`src/rtl/core/cst_pkg.sv`:
```
`timescale 1ns / 1ps
// Shared types, codes and defaults of the client session table.
package cst_pkg;

  localparam int unsigned TABLE_ENTRIES_DEF = 16;
  localparam int unsigned CFG_IDX_W = 3;
  localparam int unsigned CFG_DATA_W = 32;

  localparam logic [1:0] CMD_BCAST      = 2'd0;
  localparam logic [1:0] CMD_ADDR_QUERY = 2'd1;
  localparam logic [1:0] CMD_OTHER      = 2'd2;
  localparam logic [1:0] CMD_TICK       = 2'd3;

  localparam logic [2:0] ST_HIT     = 3'd0;
  localparam logic [2:0] ST_CREATED = 3'd1;
  localparam logic [2:0] ST_REUSED  = 3'd2;
  localparam logic [2:0] ST_FULL    = 3'd3;
  localparam logic [2:0] ST_TICK    = 3'd4;

  localparam logic [CFG_IDX_W-1:0] REG_IP_LIMIT      = 3'd0;
  localparam logic [CFG_IDX_W-1:0] REG_SOFT_TIMEOUT  = 3'd1;
  localparam logic [CFG_IDX_W-1:0] REG_HARD_TIMEOUT  = 3'd2;
  localparam logic [CFG_IDX_W-1:0] REG_PORT_OVERRIDE = 3'd3;
  localparam logic [CFG_IDX_W-1:0] REG_OVERRIDE_EN   = 3'd4;

  localparam logic [4:0]  IP_LIMIT_RST      = 5'd4;
  localparam logic [15:0] SOFT_TIMEOUT_RST  = 16'd5;
  localparam logic [31:0] HARD_TIMEOUT_RST  = 32'd3600;
  localparam logic [15:0] PORT_OVERRIDE_RST = 16'd8055;
  localparam logic        OVERRIDE_EN_RST   = 1'b1;

  localparam logic [4:0] COUNT_SAT = 5'd31;

  typedef struct packed {
    logic [1:0]  cmd;
    logic [31:0] src_ip;
    logic [15:0] src_port;
  } in_item_t;

  typedef struct packed {
    logic [2:0]  status;
    logic [3:0]  slot;
    logic [15:0] forward_mask;
    logic        reply_valid;
    logic [31:0] reply_ip;
    logic [4:0]  online_count;
    logic [4:0]  idle_count;
  } out_item_t;

  typedef struct packed {
    logic [31:0] ip;
    logic [15:0] port;
    logic [31:0] last_seen;
  } entry_t;

  typedef struct packed {
    logic load;
    logic scan;
    logic finish;
  } ctl_cmd_t;

endpackage

```
`src/rtl/core/cst_ram.sv`:
```
`timescale 1ns / 1ps
// Generic single-write, single-read RAM with registered read data.
module cst_ram #(
  parameter int unsigned WIDTH = 8,
  parameter int unsigned DEPTH = 16,
  localparam int unsigned AW = (DEPTH > 1) ? $clog2(DEPTH) : 1
) (
  input  logic             clk,
  input  logic             we,
  input  logic [AW-1:0]    waddr,
  input  logic [WIDTH-1:0] wdata,
  input  logic             re,
  input  logic [AW-1:0]    raddr,
  output logic [WIDTH-1:0] rdata
);

  logic [WIDTH-1:0] mem_r [DEPTH];
  logic [WIDTH-1:0] rdata_r;

  always_ff @(posedge clk) begin
    if (we) begin
      mem_r[waddr] <= wdata;
    end
    if (re) begin
      rdata_r <= mem_r[raddr];
    end
  end

  assign rdata = rdata_r;

endmodule

```
`src/rtl/core/cst_ctrl.sv`:
```
`timescale 1ns / 1ps
// Controller of the client session table: accept, table scan, drain and finish.
module cst_ctrl #(
  parameter int unsigned TABLE_ENTRIES = cst_pkg::TABLE_ENTRIES_DEF,
  localparam int unsigned IDX_W = $clog2(TABLE_ENTRIES)
) (
  input  logic                clk,
  input  logic                rst_n,
  input  logic                start,
  output logic                busy,
  output cst_pkg::ctl_cmd_t   cmd,
  output logic [IDX_W-1:0]    rd_addr
);
  import cst_pkg::*;

  typedef enum logic [1:0] {S_IDLE, S_SCAN, S_DRAIN, S_FINISH} state_t;

  localparam logic [IDX_W-1:0] LAST_IDX = IDX_W'(TABLE_ENTRIES - 1);

  state_t           state_r, state_nxt;
  logic [IDX_W-1:0] idx_r, idx_nxt;
  logic             drain_r, drain_nxt;

  always_comb begin
    state_nxt = state_r;
    idx_nxt   = idx_r;
    drain_nxt = drain_r;
    unique case (state_r)
      S_IDLE: begin
        if (start) begin
          state_nxt = S_SCAN;
          idx_nxt   = '0;
        end
      end
      S_SCAN: begin
        if (idx_r == LAST_IDX) begin
          state_nxt = S_DRAIN;
          drain_nxt = 1'b0;
        end else begin
          idx_nxt = idx_r + 1'b1;
        end
      end
      S_DRAIN: begin
        drain_nxt = 1'b1;
        if (drain_r) begin
          state_nxt = S_FINISH;
        end
      end
      S_FINISH: begin
        state_nxt = S_IDLE;
      end
      default: begin
        state_nxt = S_IDLE;
      end
    endcase
  end

  always_ff @(posedge clk) begin
    if (!rst_n) begin
      state_r <= S_IDLE;
      idx_r   <= '0;
      drain_r <= 1'b0;
    end else begin
      state_r <= state_nxt;
      idx_r   <= idx_nxt;
      drain_r <= drain_nxt;
    end
  end

  assign busy       = (state_r != S_IDLE);
  assign cmd.load   = start && (state_r == S_IDLE);
  assign cmd.scan   = (state_r == S_SCAN);
  assign cmd.finish = (state_r == S_FINISH);
  assign rd_addr    = idx_r;

endmodule

```
`src/rtl/core/cst_datapath.sv`:
```
`timescale 1ns / 1ps
// Datapath of the client session table: registers, entry store, scan pipeline and result.
module cst_datapath #(
  parameter int unsigned TABLE_ENTRIES = cst_pkg::TABLE_ENTRIES_DEF,
  localparam int unsigned IDX_W = $clog2(TABLE_ENTRIES)
) (
  input  logic                               clk,
  input  logic                               rst_n,
  input  cst_pkg::ctl_cmd_t                  cmd,
  input  logic [IDX_W-1:0]                   rd_addr,
  input  cst_pkg::in_item_t                  in_data,
  input  logic                               cfg_wr,
  input  logic [cst_pkg::CFG_IDX_W-1:0]      cfg_index,
  input  logic [cst_pkg::CFG_DATA_W-1:0]     cfg_data,
  output logic                               out_valid,
  output cst_pkg::out_item_t                 out_data
);
  import cst_pkg::*;

  localparam int unsigned CNT_W = $clog2(TABLE_ENTRIES + 1);
  localparam int unsigned CMP_W = (CNT_W > 5) ? CNT_W : 5;

  // Configuration registers.
  logic [4:0]  ip_limit_r;
  logic [15:0] soft_timeout_r;
  logic [31:0] hard_timeout_r;
  logic [15:0] port_override_r;
  logic        override_en_r;

  always_ff @(posedge clk) begin
    if (!rst_n) begin
      ip_limit_r      <= IP_LIMIT_RST;
      soft_timeout_r  <= SOFT_TIMEOUT_RST;
      hard_timeout_r  <= HARD_TIMEOUT_RST;
      port_override_r <= PORT_OVERRIDE_RST;
      override_en_r   <= OVERRIDE_EN_RST;
    end else if (cfg_wr) begin
      unique case (cfg_index)
        REG_IP_LIMIT:      ip_limit_r      <= cfg_data[4:0];
        REG_SOFT_TIMEOUT:  soft_timeout_r  <= cfg_data[15:0];
        REG_HARD_TIMEOUT:  hard_timeout_r  <= cfg_data[31:0];
        REG_PORT_OVERRIDE: port_override_r <= cfg_data[15:0];
        REG_OVERRIDE_EN:   override_en_r   <= cfg_data[0];
        default: ;
      endcase
    end
  end

  // Item under work and the seconds counter.
  logic [1:0]  cmd_r;
  logic [31:0] ip_r;
  logic [15:0] port_r;
  logic [31:0] sec_r;

  always_ff @(posedge clk) begin
    if (!rst_n) begin
      sec_r <= '0;
    end else if (cmd.load && (in_data.cmd == CMD_TICK)) begin
      sec_r <= sec_r + 32'd1;
    end
  end

  always_ff @(posedge clk) begin
    if (cmd.load) begin
      cmd_r  <= in_data.cmd;
      ip_r   <= in_data.src_ip;
      port_r <= override_en_r ? port_override_r : in_data.src_port;
    end
  end

  // Entry store: fields in RAM, valid bits in flops.
  logic [TABLE_ENTRIES-1:0] valid_r;
  entry_t                   rd_entry;
  entry_t                   wr_entry;
  logic                     ram_we;
  logic [IDX_W-1:0]         sel_idx;

  cst_ram #(
    .WIDTH ($bits(entry_t)),
    .DEPTH (TABLE_ENTRIES)
  ) u_entry_ram (
    .clk   (clk),
    .we    (ram_we),
    .waddr (sel_idx),
    .wdata (wr_entry),
    .re    (cmd.scan),
    .raddr (rd_addr),
    .rdata (rd_entry)
  );

  // Stage one: RAM output compared and aged.
  logic             s1_v_r;
  logic [IDX_W-1:0] s1_idx_r;
  logic             s2_v_r;
  logic [IDX_W-1:0] s2_idx_r;
  logic             s2_ip_eq_r;
  logic             s2_port_eq_r;
  logic [31:0]      s2_age_r;

  always_ff @(posedge clk) begin
    if (!rst_n) begin
      s1_v_r <= 1'b0;
      s2_v_r <= 1'b0;
    end else begin
      s1_v_r <= cmd.scan;
      s2_v_r <= s1_v_r;
    end
  end

  always_ff @(posedge clk) begin
    s1_idx_r     <= rd_addr;
    s2_idx_r     <= s1_idx_r;
    s2_ip_eq_r   <= (rd_entry.ip == ip_r);
    s2_port_eq_r <= (rd_entry.port == port_r);
    s2_age_r     <= sec_r - rd_entry.last_seen;
  end

  // Stage two: accumulate hit, free slot, reuse candidate and tick counts.
  logic             is_tick;
  logic             ent_valid;
  logic             same_ip;
  logic             take_best;
  logic [IDX_W-1:0] best_idx_nxt;
  logic [CNT_W-1:0] cnt_nxt;
  logic [4:0]       limit_eff;
  logic             reach;

  logic             hit_found_r, free_found_r, reuse_found_r, have_r;
  logic [IDX_W-1:0] hit_idx_r, free_idx_r, reuse_idx_r, best_idx_r;
  logic [31:0]      best_age_r;
  logic [CNT_W-1:0] cnt_r;
  logic [4:0]       online_r, idle_r;

  assign is_tick      = (cmd_r == CMD_TICK);
  assign ent_valid    = valid_r[s2_idx_r];
  assign same_ip      = s2_v_r && !is_tick && ent_valid && s2_ip_eq_r;
  assign take_best    = !have_r || (s2_age_r > best_age_r);
  assign best_idx_nxt = take_best ? s2_idx_r : best_idx_r;
  assign cnt_nxt      = cnt_r + 1'b1;
  assign limit_eff    = (ip_limit_r == 5'd0) ? 5'd1 : ip_limit_r;
  assign reach        = (CMP_W'(cnt_nxt) >= CMP_W'(limit_eff));

  always_ff @(posedge clk) begin
    if (!rst_n) begin
      hit_found_r   <= 1'b0;
      free_found_r  <= 1'b0;
      reuse_found_r <= 1'b0;
      have_r        <= 1'b0;
      cnt_r         <= '0;
      online_r      <= '0;
      idle_r        <= '0;
    end else if (cmd.load) begin
      hit_found_r   <= 1'b0;
      free_found_r  <= 1'b0;
      reuse_found_r <= 1'b0;
      have_r        <= 1'b0;
      cnt_r         <= '0;
      online_r      <= '0;
      idle_r        <= '0;
    end else if (s2_v_r) begin
      if (is_tick) begin
        if (ent_valid && (s2_age_r <= hard_timeout_r)) begin
          if (s2_age_r > 32'(soft_timeout_r)) begin
            if (idle_r != COUNT_SAT) begin
              idle_r <= idle_r + 5'd1;
            end
          end else if (online_r != COUNT_SAT) begin
            online_r <= online_r + 5'd1;
          end
        end
      end else begin
        if (ent_valid && s2_ip_eq_r && s2_port_eq_r && !hit_found_r) begin
          hit_found_r <= 1'b1;
        end
        if (!ent_valid && !free_found_r) begin
          free_found_r <= 1'b1;
        end
        if (same_ip && !reuse_found_r) begin
          have_r <= 1'b1;
          cnt_r  <= cnt_nxt;
          if (reach) begin
            reuse_found_r <= 1'b1;
          end
        end
      end
    end
  end

  always_ff @(posedge clk) begin
    if (s2_v_r && !is_tick) begin
      if (ent_valid && s2_ip_eq_r && s2_port_eq_r && !hit_found_r) begin
        hit_idx_r <= s2_idx_r;
      end
      if (!ent_valid && !free_found_r) begin
        free_idx_r <= s2_idx_r;
      end
      if (same_ip && !reuse_found_r) begin
        best_idx_r <= best_idx_nxt;
        if (take_best) begin
          best_age_r <= s2_age_r;
        end
        if (reach) begin
          reuse_idx_r <= best_idx_nxt;
        end
      end
    end
  end

  // Finish: choose the slot, update the entry and build the result.
  logic                found;
  logic [2:0]          status;
  logic [IDX_W+3:0]    slot_ext;
  logic [15:0]         mask_all;
  out_item_t           res_nxt;
  out_item_t           out_data_r;
  logic                out_valid_r;

  always_comb begin
    found   = 1'b1;
    sel_idx = hit_idx_r;
    status  = ST_HIT;
    priority if (hit_found_r) begin
      sel_idx = hit_idx_r;
      status  = ST_HIT;
    end else if (reuse_found_r) begin
      sel_idx = reuse_idx_r;
      status  = ST_REUSED;
    end else if (free_found_r) begin
      sel_idx = free_idx_r;
      status  = ST_CREATED;
    end else begin
      found  = 1'b0;
      status = ST_FULL;
    end
  end

  assign ram_we = cmd.finish && !is_tick && found
                  && ((status != ST_HIT) || (cmd_r == CMD_BCAST));
  assign wr_entry.ip        = ip_r;
  assign wr_entry.port      = port_r;
  assign wr_entry.last_seen = sec_r;

  for (genvar k = 0; k < 16; k++) begin : g_mask
    if (k < TABLE_ENTRIES) begin : g_on
      assign mask_all[k] = valid_r[k] && (sel_idx != IDX_W'(k));
    end else begin : g_off
      assign mask_all[k] = 1'b0;
    end
  end

  assign slot_ext = {4'b0000, sel_idx};

  always_comb begin
    res_nxt = '0;
    if (is_tick) begin
      res_nxt.status       = ST_TICK;
      res_nxt.online_count = online_r;
      res_nxt.idle_count   = idle_r;
    end else begin
      res_nxt.status = status;
      if (found) begin
        res_nxt.slot = slot_ext[3:0];
        if (cmd_r == CMD_BCAST) begin
          res_nxt.forward_mask = mask_all;
        end else if (cmd_r == CMD_ADDR_QUERY) begin
          res_nxt.reply_valid = 1'b1;
          res_nxt.reply_ip    = ip_r;
        end
      end
    end
  end

  always_ff @(posedge clk) begin
    if (!rst_n) begin
      valid_r <= '0;
    end else if (s2_v_r && is_tick && ent_valid && (s2_age_r > hard_timeout_r)) begin
      valid_r[s2_idx_r] <= 1'b0;
    end else if (cmd.finish && !is_tick && found) begin
      valid_r[sel_idx] <= 1'b1;
    end
  end

  always_ff @(posedge clk) begin
    if (!rst_n) begin
      out_valid_r <= 1'b0;
    end else begin
      out_valid_r <= cmd.finish;
    end
  end

  always_ff @(posedge clk) begin
    if (cmd.finish) begin
      out_data_r <= res_nxt;
    end
  end

  assign out_valid = out_valid_r;
  assign out_data  = out_data_r;

endmodule

```
`src/rtl/core/client_session_table.sv`:
```
`timescale 1ns / 1ps
// Top level of the client session table: controller, datapath and port wiring.
//
//   channel  handshake              payload
//   input    start / busy           in_data   (cst_pkg::in_item_t)
//   result   out_valid strobe       out_data  (cst_pkg::out_item_t)
//   config   cfg_valid / cfg_ready  cfg_index, cfg_data
//
// An item scans the entry RAM one entry per cycle; busy falls as the result appears on the
// ports, in time for the next item to be taken in that same cycle.
// The result strobe lasts one cycle; the receiver cannot stall it.
// Reset empties the table at once through per-entry valid bits, with no clearing pass.
// Configuration beats are always taken.
module client_session_table #(
  parameter int unsigned TABLE_ENTRIES = cst_pkg::TABLE_ENTRIES_DEF
) (
  input  logic                           clk,
  input  logic                           rst_n,
  input  logic                           start,
  output logic                           busy,
  input  cst_pkg::in_item_t              in_data,
  output logic                           out_valid,
  output cst_pkg::out_item_t             out_data,
  input  logic                           cfg_valid,
  output logic                           cfg_ready,
  input  logic [cst_pkg::CFG_IDX_W-1:0]  cfg_index,
  input  logic [cst_pkg::CFG_DATA_W-1:0] cfg_data
);
  import cst_pkg::*;

  localparam int unsigned IDX_W = $clog2(TABLE_ENTRIES);

  ctl_cmd_t         ctl_cmd;
  logic [IDX_W-1:0] rd_addr;

  assign cfg_ready = 1'b1;

  cst_ctrl #(
    .TABLE_ENTRIES (TABLE_ENTRIES)
  ) u_ctrl (
    .clk     (clk),
    .rst_n   (rst_n),
    .start   (start),
    .busy    (busy),
    .cmd     (ctl_cmd),
    .rd_addr (rd_addr)
  );

  cst_datapath #(
    .TABLE_ENTRIES (TABLE_ENTRIES)
  ) u_datapath (
    .clk       (clk),
    .rst_n     (rst_n),
    .cmd       (ctl_cmd),
    .rd_addr   (rd_addr),
    .in_data   (in_data),
    .cfg_wr    (cfg_valid && cfg_ready),
    .cfg_index (cfg_index),
    .cfg_data  (cfg_data),
    .out_valid (out_valid),
    .out_data  (out_data)
  );

`ifndef SYNTH
  a_finish_gives_result: assert property (@(posedge clk) disable iff (!rst_n)
    ctl_cmd.finish |=> out_valid)
    else $error("Finish step did not produce a result beat.");

  a_result_when_idle: assert property (@(posedge clk) disable iff (!rst_n)
    out_valid |-> !busy)
    else $error("Result beat while the table is still busy.");

  a_accept_sets_busy: assert property (@(posedge clk) disable iff (!rst_n)
    (start && !busy) |=> busy)
    else $error("Accepted item did not raise busy.");

  a_full_is_empty: assert property (@(posedge clk) disable iff (!rst_n)
    (out_valid && (out_data.status == ST_FULL)) |->
      ((out_data.slot == 4'd0) && (out_data.forward_mask == 16'd0)
       && !out_data.reply_valid))
    else $error("Table-full result carries a slot, mask or reply.");
`endif

endmodule

```
`config.mk`:
```
export PLATFORM = sky130hd
export DESIGN_NAME = client_session_table
export DESIGN_NICKNAME = d
export VERILOG_FILES = /design/src/rtl/core/cst_pkg.sv /design/src/rtl/core/cst_ram.sv /design/src/rtl/core/cst_ctrl.sv /design/src/rtl/core/cst_datapath.sv /design/src/rtl/core/client_session_table.sv
export SDC_FILE = /design/constraint.sdc
export NUM_CORES = 2
export LEC_CHECK = 0
export BUFFER_PORTS_ARGS = -buffer_cell sky130_fd_sc_hd__buf_2
export CORE_UTILIZATION = 55
export DETAILED_ROUTE_END_ITERATION = 8
export MAX_ROUTING_LAYER = met4
export PLACE_DENSITY = 0.8
export SLEW_MARGIN = 15
export SYNTH_ARGS = -nofsm -noshare
export SYNTH_HDL_FRONTEND = slang
export SYNTH_SLANG_ARGS = --single-unit
```
`constraint.sdc`:
```
create_clock -name clk -period 8.7 [get_ports clk]
set_input_delay 1.305 -clock clk [delete_from_list [all_inputs] [get_ports clk]]
set_output_delay 1.305 -clock clk [all_outputs]
set_load 0.1 [all_outputs]
```
==> flow_summary.json <==
{
  "setup.worst_path.end_class": "flop",
  "yosysTopAreaCell": "edfxtp_1",
  "die-width_um": 352,
  "cp_common_cell": "buf_4",
  "start_util_pct": 55.5,
  "cts_made_buffers": 164,
  "hp-class": "reg2reg",
  "vias": 34973,
  "overflow": 0,
  "cts_buffer_depth": 3,
  "synthArstFlopShare_pct": 0,
  "crit_family": "simple AND/OR/NAND/NOR gates",
  "crit_chain": "nor2b_1 > a22oi_1 > nor2_1 > a21oi_1 > nand4_1 > nor2_4 > buf_4 > buf_4",
  "regToRegEndpoint": "u_datapath.u_entry_ram.mem_r[2][69]",
  "p_leak_nw": 23.5,
  "drt_pass1_iterations": 5,
  "hold_depth": 0,
  "final_antenna_net_count": 0,
  "slowest_delay_ns": 0.72,
  "htreeDepth": 4,
  "post_cts_buffers": 0,
  "wirelength_mm": 159,
  "finalCritPeriodShare_pct": 49.6,
  "vias_per_cell": 6.31,
  "drt_iter0_markers": 4450,
  "ys_seq_area_share_pct": 73.4,
  "crit_path_start_kind": "flop",
  "antenna_found_initial": 2,
  "nFillCells": 8082,
  "dieArea_mm2": 0.124,
  "whs_endpoint": "u_datapath.s2_idx_r[1]",
  "cpMaxStageDelayCell": "nor2_4",
  "syn_nets": 3764,
  "worst-path-max-fanout": 40,
  "worst-path-buf-inv": 2,
  "place_hpwl_mm": 83.8,
  "crit_required_ns": 9.09,
  "remaining_drc_errors": 0,
  "drv_cap": 0,
  "rsz0062_at_grt": "no",
  "dpl.cell_count": 5245,
  "finalMaxSlewViolations": 0,
  "synth_most_common_cell": "edfxtp_1",
  "clock_skew_ns": 0.0341,
  "synth_area_mm2": 0.0675,
  "ys_ff_latch": 1713,
  "gp_congestion": 0.917,
  "crit_type": "reg2reg",
  "dp_slack_ns": 4.46,
  "cts.sink_count": 1713,
  "p_per_area_mw_per_mm2": 250,
  "drive_gt1_share_pct": 22.9,
  "fmax_mhz": 232,
  "clk_pin_slew_ns": 0.06,
  "wl_per_cell_um": 28.6,
  "core_area_mm2": 0.122,
  "area_growth_pct": 11.9,
  "synth_area_leaders": "edfxtp_1 68%, mux4_2 14%, dfxtp_1 5.6%",
  "relSlewSlack_pct": 25.6,
  "track_usage_pct": 26.5,
  "fin_tns_setup_ns": 0,
  "fin_nets": 4006,
  "cts_tree": "done",
  "grt_pass1_vias": 35319,
  "crit_cells": 8,
  "hp-start": "u_datapath.s1_idx_r[1]",
  "ys.flop_type": "edfxtp_1",
  "root_buffer": "clkbuf_16",
  "setup_viol": 0,
  "ys_types": 75,
  "yosys.area.top_type_share_pct": 67.8,
  "die_h_um": 352,
  "status": "finished clean",
  "worst-endpoint-arrival_ns": 4.71,
  "syn_inst": 3544,
  "grt_pass1_wl_mm": 234,
  "worstMarginPinSlew_ns": 1.12,
  "synth_warnings": 0,
  "ys_top_cells_by_count": "1524 x edfxtp_1, 405 x mux4_2, 189 x dfxtp_1, 181 x nand2_1, 139 x inv_1",
  "period_needed_ns": 4.31,
  "irDropWorstVdd_mv": 0.228,
  "hold_buffers": 0,
  "grt_max_degree": 160,
  "worst-r2r-setup-slack_ns": 4.39,
  "finalHoldViolCount": 0,
  "io_pins": 158,
  "port_buffers": 156,
  "synth_area_per_cell_um2": 19.1,
  "synth_edf_count": 1524,
  "post_cts_resized": 0,
  "setup_ws_ns": 4.39,
  "r2r_cells": 8,
  "rows": 128,
  "clock_latency_ns": 0.80,
  "fin_cells": 5540,
  "crit-reg2reg-launch": "u_datapath.reuse_found_r"
}
per-stage QoR:
step	power (W)	utilization, %	hold slack, ns	cell area [µm²]
after detailed placement	0.0121	57.9	0.315	70400
after global routing	0.0194	62.1	0.343	75600
after CTS	0.0190	62.1	0.329	75600
after floorplan	0.0114	-	0.310	67500
after global placement	0.0120	57.9	0.310	70400
final	0.0189	62.1	0.328	75600
metal layers:
layer | global-route usage (%) | wire (µm) | vias up
met1 | 34.5 | 60100 | 17977
li1 | - | - | 14614
met5 | - | 0 | -
met4 | 8.86 | 4600 | 0
met3 | 4.34 | 13600 | 286
met2 | 43.0 | 80100 | 2096
worst reg2reg max path, cell delays in order, from the launching register on:
cell	delay, ns
dfxtp_1	0.57
nor2b_1	0.20
a22oi_1	0.21
nor2_1	0.09
a21oi_1	0.52
nand4_1	0.37
nor2_4	0.72
buf_4	0.51
buf_4	0.70
power breakdown:
| group | internal, W | switching, W |
|---|---|---|
| Combinational | 0.000917 | 0.00125 |
| Sequential | 0.00940 | 0.000379 |
| Clock | 0.00388 | 0.00305 |
cells in the final DEF (no fill, tap or decap), drive strengths merged, types with 56 or more instances in the layout:
| cell type | n |
|---|---|
| a21boi | 56 |
| ha | 130 |
| nor2 | 98 |
| nand4 | 61 |
| xnor2 | 57 |
| clkinv | 64 |
| clkbuf | 206 |
| dfxtp | 189 |
| a21oi | 71 |
| mux4 | 405 |
| inv | 147 |
| edfxtp | 1524 |
| nand2 | 181 |
| buf | 215 |
| and2 | 80 |
how the worst max path moves through the flow:
stage | startpoint | to | slack (ns)
finish | u_datapath.reuse_found_r | u_datapath.u_entry_ram.mem_r[2][69] | 4.39
global route | u_datapath.reuse_found_r | u_datapath.u_entry_ram.mem_r[0][69] | 4.09
detailed placement | u_datapath.reuse_found_r | u_datapath.u_entry_ram.mem_r[2][75] | 4.46
CTS | u_datapath.reuse_found_r | u_datapath.u_entry_ram.mem_r[2][69] | 4.42
global placement | u_datapath.reuse_found_r | u_datapath.u_entry_ram.mem_r[2][13] | 4.64
floorplan | u_ctrl.state_r[0] | u_datapath.u_entry_ram.mem_r[4][0] | 1.92
cell families (layout without fill, tap and decap cells):
| group | count (synthesis) | in the layout | synth area share [%] |
|---|---|---|---|
| and+or+nand+nor | 595 | 595 | 4.48 |
| DFF | 1713 | 1713 | 73.4 |
| muxes | 434 | 434 | 14.0 |
| buffers and inverters | 278 | 648 | 1.56 |
| other | 1 | 2 | 0.00555 |
| AOI/OAI and AO/OA | 284 | 284 | 2.76 |
| adders and majority gates | 131 | 131 | 2.44 |
| xor gates and xnor gates | 108 | 108 | 1.40 |
area by class of cell:
class                   count  area, µm²  area share [%]
inverters                 139        522           0.690
multi-input cells        1553      17100            22.6
repair buffers            215       1250            1.66
flip-flops and latches   1713      49600            65.6
clock inverters            88        797            1.05
clock buffers             206       4320            5.72
well taps                1625       2030            2.69
diodes                      1       2.50         0.00331
flip-flops by register name, summed over array words and instances, names as in the netlist, 32 cells and up:
name and count:
u_datapath.u_entry_ram.rdata 80, u_datapath.sec_r 32, u_datapath.u_entry_ram.mem_r 1280, u_datapath.ip_r 32, u_datapath.hard_timeout_r 32, u_datapath.out_data 66
u_datapath.best_age_r 32, u_datapath.s2_age_r 32
(Power assumes the default switching activity.)
